## src/rtl/core/triangle_tangent_from_uv_defines.svh

```systemverilog
// Assertion macros shared by the triangle tangent RTL.
`ifndef TRIANGLE_TANGENT_FROM_UV_DEFINES_SVH
`define TRIANGLE_TANGENT_FROM_UV_DEFINES_SVH
`ifndef NO_ASSERTIONS
// Same-cycle implication, checked out of reset.
`define TTUV_ASSERT_IMP(name, clk, rst_n, ante, cons) \
	name: assert property (@(posedge clk) disable iff (!rst_n) (ante) |-> (cons)) \
		else $error("ttuv assertion failed");
// Next-cycle implication, checked out of reset.
`define TTUV_ASSERT_NXT(name, clk, rst_n, ante, cons) \
	name: assert property (@(posedge clk) disable iff (!rst_n) (ante) |=> (cons)) \
		else $error("ttuv assertion failed");
`else
`define TTUV_ASSERT_IMP(name, clk, rst_n, ante, cons)
`define TTUV_ASSERT_NXT(name, clk, rst_n, ante, cons)
`endif
`endif

```

## src/rtl/core/ttuv_pkg.sv

```systemverilog
// Shared types and constants for the triangle tangent block.
`timescale 1ns / 1ps
package ttuv_pkg;

	// position of the next vertex within its triangle
	localparam logic [1:0] SLOT_FIRST  = 2'd0;
	localparam logic [1:0] SLOT_SECOND = 2'd1;
	localparam logic [1:0] SLOT_THIRD  = 2'd2;

	// one complete triangle, handed from front to back
	typedef struct packed {
		logic [23:0]        idx0;
		logic [23:0]        idx1;
		logic [23:0]        idx2;
		logic signed [32:0] e1_x;
		logic signed [32:0] e1_y;
		logic signed [32:0] e1_z;
		logic signed [32:0] e2_x;
		logic signed [32:0] e2_y;
		logic signed [32:0] e2_z;
		logic signed [32:0] du1;
		logic signed [32:0] dv1;
		logic signed [32:0] du2;
		logic signed [32:0] dv2;
	} tri_t;

endpackage

```

## src/rtl/core/ttuv_queue.sv

```systemverilog
// Small triangle queue between intake and tangent unit.
`timescale 1ns / 1ps
`include "triangle_tangent_from_uv_defines.svh"
module ttuv_queue import ttuv_pkg::*; #(
	parameter int DEPTH = 2
) (
	input  logic clk,
	input  logic arst_n,
	input  logic push_valid,
	output logic push_ready,
	input  tri_t push_item,
	output logic pop_valid,
	input  logic pop_ready,
	output tri_t pop_item
);

	localparam int PTR_W = (DEPTH > 1) ? $clog2(DEPTH) : 1;
	localparam int CNT_W = $clog2(DEPTH + 1);

	tri_t             mem_q [DEPTH];
	logic [PTR_W-1:0] wr_ptr_q, rd_ptr_q;
	logic [CNT_W-1:0] count_q;
	logic             push, pop;

	assign push_ready = (count_q != CNT_W'(DEPTH));
	assign pop_valid  = (count_q != '0);
	assign push       = push_valid && push_ready;
	assign pop        = pop_valid && pop_ready;
	assign pop_item   = mem_q[rd_ptr_q];

	// pointers and fill count
	always_ff @(posedge clk or negedge arst_n) begin
		if (!arst_n) begin
			wr_ptr_q <= '0;
			rd_ptr_q <= '0;
			count_q  <= '0;
		end else begin
			if (push) begin
				wr_ptr_q <= (wr_ptr_q == PTR_W'(DEPTH - 1)) ? '0 : wr_ptr_q + 1'b1;
			end
			if (pop) begin
				rd_ptr_q <= (rd_ptr_q == PTR_W'(DEPTH - 1)) ? '0 : rd_ptr_q + 1'b1;
			end
			if (push && !pop) begin
				count_q <= count_q + 1'b1;
			end else if (pop && !push) begin
				count_q <= count_q - 1'b1;
			end
		end
	end

	// storage
	always_ff @(posedge clk) begin
		if (push) begin
			mem_q[wr_ptr_q] <= push_item;
		end
	end

	`TTUV_ASSERT_IMP(a_count_bound, clk, arst_n, 1'b1, count_q <= CNT_W'(DEPTH))
	`TTUV_ASSERT_IMP(a_front_respects_full, clk, arst_n, push_valid, push_ready)
	`TTUV_ASSERT_NXT(a_push_fills, clk, arst_n, push && !pop, pop_valid)

endmodule

```

## config.mk

```make
export PLATFORM = sky130hd
export DESIGN_NAME = ttuv_queue
export DESIGN_NICKNAME = d
export VERILOG_FILES = /design/src/rtl/core/ttuv_pkg.sv /design/src/rtl/core/ttuv_queue.sv
export VERILOG_INCLUDE_DIRS = /design/src /design/src/rtl/core
export SDC_FILE = /design/constraint.sdc
export NUM_CORES = 1
export LEC_CHECK = 0
export ABC_AREA = 1
export BUFFER_PORTS_ARGS = -buffer_cell sky130_fd_sc_hd__buf_2
export CELL_PAD_IN_SITES_DETAIL_PLACEMENT = 0
export CELL_PAD_IN_SITES_GLOBAL_PLACEMENT = 1
export CORE_AREA = 3 3 313 315
export DETAILED_ROUTE_END_ITERATION = 12
export DIE_AREA = 0 0 316 318
export GPL_TIMING_DRIVEN = 0
export MAX_ROUTING_LAYER = met4
export PLACE_DENSITY = 0.65
export SYNTH_ARGS = -nofsm -noshare
export SYNTH_HDL_FRONTEND = slang
export SYNTH_SLANG_ARGS = --single-unit
```

## constraint.sdc

```tcl
create_clock -name clk -period 28.8 [get_ports clk]
set_input_delay 1.44 -clock clk [delete_from_list [all_inputs] [get_ports clk]]
set_output_delay 1.44 -clock clk [all_outputs]
set_load 0.01 [all_outputs]
```

==> flow_metrics.tcl <==
set metrics [dict create \
    status "finished, final reports clean" \
    cp.buffers_inverters 3 \
    synth_area_leaders "edfxtp_1, nand2_1, buf_6" \
    fin_area_um2 38700 \
    p_seq_share_pct 39.6 \
    ant_nets 0 \
    worst_pin_slew_ns 0.805 \
    num_vias 18700 \
    crit_fanout 10 \
    crit_path_top_delay_cell "clkbuf_1" \
    gp_congestion 0.786 \
    placed_area_um2 35900 \
    dp_hpwl_mm 63.7 \
    multi_input_area_um2 4630 \
    post_cts_buffers 0 \
    grt_start_max_net_pins 32 \
    cts_tree "built" \
    drt_iter0_drc 1181 \
    final-max-slew-violation-count 0 \
    ys_types 16 \
    ys_ff_latch 808 \
    fp.coreArea_um2 95200 \
    via_per_inst 4.25 \
    cts_resized 0 \
    pin_count 810 \
    fp.dieH_um 318 \
    clock_skew_ns 0.0135 \
    ys_seq_area_share_pct 81.9 \
    drtPass1Iterations 5 \
    fin_nets 3464 \
    clk_latency_ns 0.63 \
    grt_overflow_total 0 \
    path_clk_slew_ns 0.06 \
    drc 0 \
    rows 113 \
    post-route-period-util_pct 13.2 \
    htreeDepth 3 \
    root_buffer "clkbuf_16" \
    max_freq_mhz 264 \
    die_w_um 316 \
    setup_viol 0 \
    rsz0062_at_grt "no" \
    worst_path_largest_cell_delay_ns 0.63 \
    leakagePower_nw 16.5 \
    area_growth_pct 30.5 \
    synth_fp_nets 2535 \
    wl_per_cell_um 19.5 \
    path_class "reg2out" \
    yosysTopAreaCellShare_pct 81.5 \
    required_ns 27.36 \
    path_cells "buf_6 > clkbuf_1 > nand2_1 > nand2_1 > buf_2" \
    grt_pass1_wl_mm 122 \
    pwr-share-clk_pct 25.6 \
    ys_warn_count 0 \
    die_area_um2 100000 \
    p_sw_mw 1.46 \
    synth_largest_area_cell "edfxtp_1" \
    port_buffers 809 \
    startpoint_type "flop" \
    switching_share_pct 35.1 \
    synth.avg_cell_area_um2 13.9 \
    clock-sinks 808 \
    synth_area_um2 29600 \
    maxCapViolCount 0 \
    power-per-cell-area_nw_per_um2 108 \
    start_util_pct 31.1 \
    cellInternalPower_mw 2.70 \
    arrival_ns 2.35 \
    hold_buffers 0 \
    wl_mm 86.0 \
    fillCellCount 8955 \
    cp_common_cell "nand2_1" \
    gr-usage-all-layers_pct 17.2 \
    grt_pass1_vias 18300 \
    peakVddDrop_uv 61.2 \
    hp-class "reg2reg" \
    comb_power_share_pct 34.8 \
    antenna_found_initial 24 \
    drive_gt1_share_pct 33.6 \
    syn_inst 2128 \
    end_kind "output pin" \
    regArea_um2 24200 \
    relSlewSlack_pct 46.3 \
    cts_buffers 87 \
    crit_family "buffers and inverters" \
    cts_max_path_buffers 3 \
    fin_crit_ns 3.79 \
    finalHoldViolations 0 \
    p_total_mw 4.17 \
]
-- path summary, 6_finish.rpt --
kind	slack, ns	startpoint	to	cells past startpoint
setup / recovery	25.01	rd_ptr_q	pop_item[5]	5
hold / removal	0.50	count_q[0]	count_q[0]	1
setup reg to reg	25.63	count_q[0]	mem_q[1][113]	11
hold reg to reg	0.50	count_q[0]	count_q[0]	1
max in group asynchronous	28.06	arst_n	rd_ptr_q	1
min in group asynchronous	0.61	arst_n	wr_ptr_q	1
-- power groups by stage --
| stage | Combinational, mW | Clock, mW | Sequential, mW |
|---|---|---|---|
| after floorplan | 0.737 | 0 | 1.88 |
| after global placement | 1.42 | 0 | 2.03 |
| after detailed placement | 1.50 | 0 | 1.68 |
| after CTS | 1.50 | 1.10 | 1.65 |
| after global routing | 1.60 | 1.15 | 1.67 |
| final | 1.45 | 1.06 | 1.65 |
-- final cells by class --
type | instances | area share (%)
diodes | 19 | 0.123
plain buffers | 89 | 1.86
clock buffers | 107 | 5.88
clock inverters | 48 | 1.10
inverters | 7 | 0.0744
multi-input cells | 1224 | 12.0
flip-flops and latches | 808 | 62.7
well taps | 1265 | 4.09
repair buffers | 840 | 12.2
-- placed cells by master, fill, tap and decap left out --
| cell | instances |
|---|---|
| buf_12 | 27 |
| buf_16 | 4 |
| buf_2 | 850 |
| buf_4 | 4 |
| buf_6 | 41 |
| buf_8 | 1 |
| bufinv_16 | 7 |
| clkbuf_1 | 21 |
| clkbuf_16 | 88 |
| clkinv_1 | 18 |
| clkinv_2 | 15 |
| clkinv_8 | 1 |
| clkinvlp_4 | 3 |
| dfrtp_1 | 4 |
| diode_2 | 19 |
| edfxtp_1 | 804 |
| ha_1 | 1 |
| inv_1 | 6 |
| inv_4 | 1 |
| inv_6 | 4 |
| nand2_1 | 1216 |
| nand3_1 | 2 |
| nand4_1 | 1 |
| nor2_4 | 2 |
| xnor2_1 | 1 |
| xor2_1 | 1 |
-- cells in the mapped netlist (all sizes together) --
cell and instances:
nor2 2, nand3 2, ha 1, xnor2 1, inv 7, edfxtp 804
xor2 1, clkbuf 2, buf 87, nand2 1216, dfrtp 4, nand4 1
-- cells by family after synthesis --
logic type | synth area share [%]
simple gates | 15.5
buf+inv | 2.53
fa+ha+maj | 0.0422
xor+xnor | 0.0592
flops | 81.9
-- sequential cells by signal, summed over array words and instances (netlist names) --
register / flops
wr_ptr_q: 1
mem_q: 804
count_q: 2
rd_ptr_q: 1
-- worst register-to-register path, delay by kind of cell, from the launching register on --
family                 cells  cell delay [ns]
buffers and inverters      8             1.77
DFF                        1             0.38
and+or+nand+nor            3             0.71
-- per-layer routing --
| metal | routed length (um) | part of all wire, % | GRT usage [%] | up-vias |
|---|---|---|---|---|
| met1 | 30300 | 35 | 17.4 | 8908 |
| met4 | 1980 | 2.3 | 5.19 | 0 |
| met5 | 0 | 0 | - | - |
| met3 | 7700 | 9.0 | 6.17 | 119 |
| li1 | - | - | - | 9118 |
| met2 | 46000 | 53 | 30.7 | 581 |
-- per-stage QoR --
step | worst slack, ns | util (%) | TNS, ns | hold slack (ns) | instances
after floorplan | 9.44 | - | 0 | 0.462 | 2128
after global placement | -1.83 | 37.0 | -1374.27 | 0.488 | 4202
after detailed placement | 24.59 | 37.7 | 0 | 0.484 | 4233
after CTS | 24.71 | 40.6 | 0 | 0.504 | 4388
after global routing | 24.65 | 40.6 | 0 | 0.532 | 4406
final | 25.01 | 40.6 | 0 | 0.498 | 4407
Note: power is estimated with default switching activity, not from simulation.
