$ cat src/rtl/core/triangle_tangent_from_uv_defines.svh
// Assertion macros shared by the triangle tangent RTL.
`ifndef TRIANGLE_TANGENT_FROM_UV_DEFINES_SVH
`define TRIANGLE_TANGENT_FROM_UV_DEFINES_SVH
`ifndef NO_ASSERTIONS
// Same-cycle implication, checked out of reset.
`define TTUV_ASSERT_IMP(name, clk, rst_n, ante, cons) \
	name: assert property (@(posedge clk) disable iff (!rst_n) (ante) |-> (cons)) \
		else $error("ttuv assertion failed");
// Next-cycle implication, checked out of reset.
`define TTUV_ASSERT_NXT(name, clk, rst_n, ante, cons) \
	name: assert property (@(posedge clk) disable iff (!rst_n) (ante) |=> (cons)) \
		else $error("ttuv assertion failed");
`else
`define TTUV_ASSERT_IMP(name, clk, rst_n, ante, cons)
`define TTUV_ASSERT_NXT(name, clk, rst_n, ante, cons)
`endif
`endif

$ cat src/rtl/core/ttuv_pkg.sv
// Shared types and constants for the triangle tangent block.
`timescale 1ns / 1ps
package ttuv_pkg;

	// position of the next vertex within its triangle
	localparam logic [1:0] SLOT_FIRST  = 2'd0;
	localparam logic [1:0] SLOT_SECOND = 2'd1;
	localparam logic [1:0] SLOT_THIRD  = 2'd2;

	// one complete triangle, handed from front to back
	typedef struct packed {
		logic [23:0]        idx0;
		logic [23:0]        idx1;
		logic [23:0]        idx2;
		logic signed [32:0] e1_x;
		logic signed [32:0] e1_y;
		logic signed [32:0] e1_z;
		logic signed [32:0] e2_x;
		logic signed [32:0] e2_y;
		logic signed [32:0] e2_z;
		logic signed [32:0] du1;
		logic signed [32:0] dv1;
		logic signed [32:0] du2;
		logic signed [32:0] dv2;
	} tri_t;

endpackage

$ cat src/rtl/core/ttuv_front.sv
// Vertex intake: holds corners 0 and 1, forms edges and UV deltas on corner 2.
`timescale 1ns / 1ps
module ttuv_front import ttuv_pkg::*; (
	input  logic        clk,
	input  logic        arst_n,
	input  logic        in_valid,
	output logic        in_ready,
	input  logic [23:0] vertex_index,
	input  logic [31:0] pos_x,
	input  logic [31:0] pos_y,
	input  logic [31:0] pos_z,
	input  logic [31:0] tex_u,
	input  logic [31:0] tex_v,
	output logic        push_valid,
	input  logic        push_ready,
	output tri_t        push_item
);

	logic [1:0]  slot_q;
	logic [23:0] idx0_q, idx1_q;
	logic [31:0] p0x_q, p0y_q, p0z_q, p1x_q, p1y_q, p1z_q;
	logic [31:0] t0u_q, t0v_q, t1u_q, t1v_q;
	logic        accept;

	function automatic logic signed [32:0] sdiff(input logic [31:0] a, input logic [31:0] b);
		sdiff = $signed({a[31], a}) - $signed({b[31], b});
	endfunction

	// third corner waits only for queue space
	assign in_ready   = (slot_q != SLOT_THIRD) || push_ready;
	assign accept     = in_valid && in_ready;
	assign push_valid = in_valid && (slot_q == SLOT_THIRD) && push_ready;

	// corner counter
	always_ff @(posedge clk or negedge arst_n) begin
		if (!arst_n) begin
			slot_q <= SLOT_FIRST;
		end else if (accept) begin
			unique case (slot_q)
				SLOT_SECOND: slot_q <= SLOT_THIRD;
				SLOT_THIRD:  slot_q <= SLOT_FIRST;
				default:     slot_q <= SLOT_SECOND;
			endcase
		end
	end

	// held corners
	always_ff @(posedge clk) begin
		if (accept && slot_q == SLOT_SECOND) begin
			idx1_q <= vertex_index;
			p1x_q  <= pos_x;
			p1y_q  <= pos_y;
			p1z_q  <= pos_z;
			t1u_q  <= tex_u;
			t1v_q  <= tex_v;
		end else if (accept && slot_q != SLOT_THIRD) begin
			idx0_q <= vertex_index;
			p0x_q  <= pos_x;
			p0y_q  <= pos_y;
			p0z_q  <= pos_z;
			t0u_q  <= tex_u;
			t0v_q  <= tex_v;
		end
	end

	// edges and UV deltas, exact in 33 bits
	always_comb begin
		push_item.idx0 = idx0_q;
		push_item.idx1 = idx1_q;
		push_item.idx2 = vertex_index;
		push_item.e1_x = sdiff(p1x_q, p0x_q);
		push_item.e1_y = sdiff(p1y_q, p0y_q);
		push_item.e1_z = sdiff(p1z_q, p0z_q);
		push_item.e2_x = sdiff(pos_x, p0x_q);
		push_item.e2_y = sdiff(pos_y, p0y_q);
		push_item.e2_z = sdiff(pos_z, p0z_q);
		push_item.du1  = sdiff(t1u_q, t0u_q);
		push_item.dv1  = sdiff(t1v_q, t0v_q);
		push_item.du2  = sdiff(tex_u, t0u_q);
		push_item.dv2  = sdiff(tex_v, t0v_q);
	end

endmodule

$ cat config.mk
export PLATFORM = sky130hd
export DESIGN_NAME = ttuv_front
export DESIGN_NICKNAME = d
export VERILOG_FILES = /design/src/rtl/core/triangle_tangent_from_uv_defines.svh /design/src/rtl/core/ttuv_pkg.sv /design/src/rtl/core/ttuv_front.sv
export SDC_FILE = /design/constraint.sdc
export NUM_CORES = 1
export LEC_CHECK = 0
export BUFFER_PORTS_ARGS = -buffer_cell sky130_fd_sc_hd__buf_2
export CORE_UTILIZATION = 42
export CTS_BUF_LIST = sky130_fd_sc_hd__clkbuf_8
export DETAILED_ROUTE_END_ITERATION = 6
export RECOVER_POWER = 25
export SLEW_MARGIN = 20
export SYNTH_ARGS = -nofsm -noshare
export SYNTH_HDL_FRONTEND = slang
export SYNTH_SLANG_ARGS = --single-unit
export TNS_END_PERCENT = 100
$ cat constraint.sdc
create_clock -name clk -period 23.2 [get_ports clk]
set_input_delay 4.64 -clock clk [delete_from_list [all_inputs] [get_ports clk]]
set_output_delay 4.64 -clock clk [all_outputs]
set_load 0.005 [all_outputs]
==> results_dict.tcl <==
set metrics [dict create \
    cts.htree.levels 3 \
    p_per_area_nw_per_um2 117 \
    dp_cells 4056 \
    ys_warn_count 0 \
    synth_top_area_share_pct 40.9 \
    worst_pin_slew_ns 0.990 \
    antenna_found_initial 19 \
    dp_slack_ns 10.14 \
    fin_util_pct 50.6 \
    syn_nets 3184 \
    p_leak_nw 14.5 \
    timing.fmax_ghz 0.0765 \
    synth_top_area_cell "edfxtp_1" \
    grt_max_degree 122 \
    fin_crit_ns 13.07 \
    synth_area_leaders "edfxtp_1 (41%), ha_1 (15%), xnor2_1 (6.1%)" \
    clockBufferDepth 3 \
    r2r-start "slot_q[0]" \
    grt_pass1_wl_um 119000 \
    startpoint_type "input pin" \
    nets 3803 \
    ir_worst_vdd_uv 167 \
    drv_slew 0 \
    hold_path_class "reg -> reg" \
    cts-hold-fix-buffers 0 \
    fill_cells 5929 \
    total_power_mw 3.75 \
    relSlewSlack_pct 34.0 \
    cts_tree "yes" \
    clock_latency_ns 0.64 \
    hold_depth 1 \
    rows 92 \
    gp_congestion 0.930 \
    syn_avg_cell_area_um2 10.2 \
    pin_count 592 \
    drc 0 \
    worst-path-max-fanout 3 \
    yosysMostFrequentCell "edfxtp_1" \
    worstSetupPathType "in -> out" \
    critical_path_arrival_ns 8.43 \
    root_buffer "clkbuf_8" \
    cts.sinks 370 \
    syn_inst 2664 \
    firstDrtPassIters 6 \
    vias_per_cell 5.34 \
    status "complete, no violations" \
    rsz0062_at_grt "false" \
    r2r_slack_ns 19.68 \
    num_vias 22423 \
    hp-start "slot_q[1]" \
    finalHoldViolCount 0 \
    wl_um 76300 \
    cts_buffers 71 \
    ys_ff_latch 370 \
    holdPathEnd "slot_q[1]" \
    design.core.area_um2 63300 \
    initial_core_util_pct 42.7 \
    tns_ns 0 \
    final_antenna_net_count 0 \
    cts_setup_buffers 0 \
    netlist_top_cells_count "edfxtp_1 (368), ha_1 (322), inv_1 (263)" \
    r2r-end "p1z_q[9]" \
    period_share_pct 56.3 \
    synth_edf_count 368 \
    async_flop_share_pct 0.541 \
    die_area_um2 65400 \
    drv_cap 0 \
    io_buffers 591 \
    areaGrowthSynthToFinish_pct 18.3 \
    cp-end-kind "output port" \
    ff2ff_path_depth 6 \
    grtUsageTotal_pct 22.6 \
    finalSetupViolations 0 \
    fin_skew_ns 0.0212 \
    cts_resized 0 \
    synth_cell_types 79 \
    synthFlopType "edfxtp_1" \
    syn_area_um2 27100 \
    clkTransAtPathRegs_ns 0.05 \
    drive_gt1_share_pct 17.3 \
    seq_area_frac_synth_pct 41.0 \
    finalWorstSetupSlack_ns 10.13 \
    dr.first_iter.drc_count 1340 \
    die_w_um 256 \
    die_h_um 256 \
    finalNonFillerCells 4196 \
    grt-ovfl-total 0 \
    required_ns 18.56 \
    wl_per_cell_um 18.2 \
    grt_pass1_vias 22559 \
    place_hpwl_um 60800 \
]
## per-layer routing
layer / track usage [%] / wire [um] / vias to the layer above
li1: - / - / 11034
met3: 5.70 / 5560 / 158
met2: 39.3 / 37000 / 681
met4: 9.88 / 2700 / 12
met1: 26.3 / 31000 / 10538
met5: 0 / 66 / -
## area by class of cell
type / instances / area [um^2] / area share, %
multi-input cells: 1982 / 14700 / 45.9
flip-flops and latches: 370 / 11100 / 34.7
repair buffers: 595 / 2820 / 8.81
well taps: 846 / 1060 / 3.31
clock buffers: 74 / 1020 / 3.18
inverters: 263 / 987 / 3.08
clock inverters: 52 / 292 / 0.911
diodes: 14 / 35.0 / 0.109
## worst max path at each step
stage / startpoint / to / slack [ns] / cells past startpoint
global route: pos_x[0] / push_item[228] / 9.78 / 16
CTS: pos_x[0] / push_item[228] / 10.12 / 16
global placement: pos_x[0] / push_item[228] / 10.21 / 16
detailed placement: pos_x[0] / push_item[228] / 10.14 / 16
finish: pos_x[0] / push_item[228] / 10.13 / 16
floorplan: in_valid / idx0_q[0] / 4.46 / 1
## critical path, stage by stage
cell and delay (ns):
clkbuf_1 0.12, inv_1 0.06, ha_1 0.22, fa_1 0.41, nand2b_1 0.20, a211oi_1 0.23
o31ai_1 0.11, a21oi_1 0.32, a21oi_1 0.22, o311ai_0 0.47, a21oi_1 0.18, o21ai_0 0.44
a21o_1 0.19, a21oi_1 0.08, xnor2_1 0.34, buf_2 0.19
## power breakdown
part           leakage, nW  internal (mW)  switching [mW]  total (mW)
sequential            3.46          0.928          0.0373       0.965
combinational         10.3          0.907            1.27        2.18
clock                0.731          0.320           0.288       0.607
total                 14.5           2.15            1.59        3.75
## metrics by stage
stage	instance area [um^2]	hold WS [ns]
final	32000	0.535
after global routing	32000	0.563
after CTS	32200	0.545
after detailed placement	30800	0.534
after global placement	30800	0.488
after floorplan	27100	0.476
## layout by cell type (no fill, tap or decap), types with 14 or more instances in the layout
master / count
o21a_1: 47
clkinv_1: 18
buf_2: 444
xor2_1: 81
o21ai_0: 116
diode_2: 14
a21oi_1: 262
nand2b_1: 43
a211oi_1: 21
nand4_1: 26
nor3_1: 31
nand3_1: 52
nor2b_1: 55
xnor2_1: 188
ha_1: 322
inv_1: 278
clkbuf_1: 147
and3_1: 31
nor2_1: 146
clkbuf_8: 74
a31oi_1: 29
o21bai_1: 33
nand2_1: 130
edfxtp_1: 368
a21o_1: 160
## flip-flops by register name, summed over array words and instances, names as in the netlist
name	flops
p1z_q	32
p0x_q	32
p1x_q	32
slot_q	2
idx0_q	24
p0z_q	32
idx1_q	24
t1u_q	32
t0u_q	32
t1v_q	32
p0y_q	32
p1y_q	32
t0v_q	32
## cell families after synthesis
kind of cell | synth area share, %
simple gates | 10.4
fa+ha+maj | 15.6
buf+inv | 4.66
xor+xnor | 8.71
mux | 0.0416
compound gates | 19.5
flops | 41.0
No activity file was read; power rests on OpenSTA's default activity.
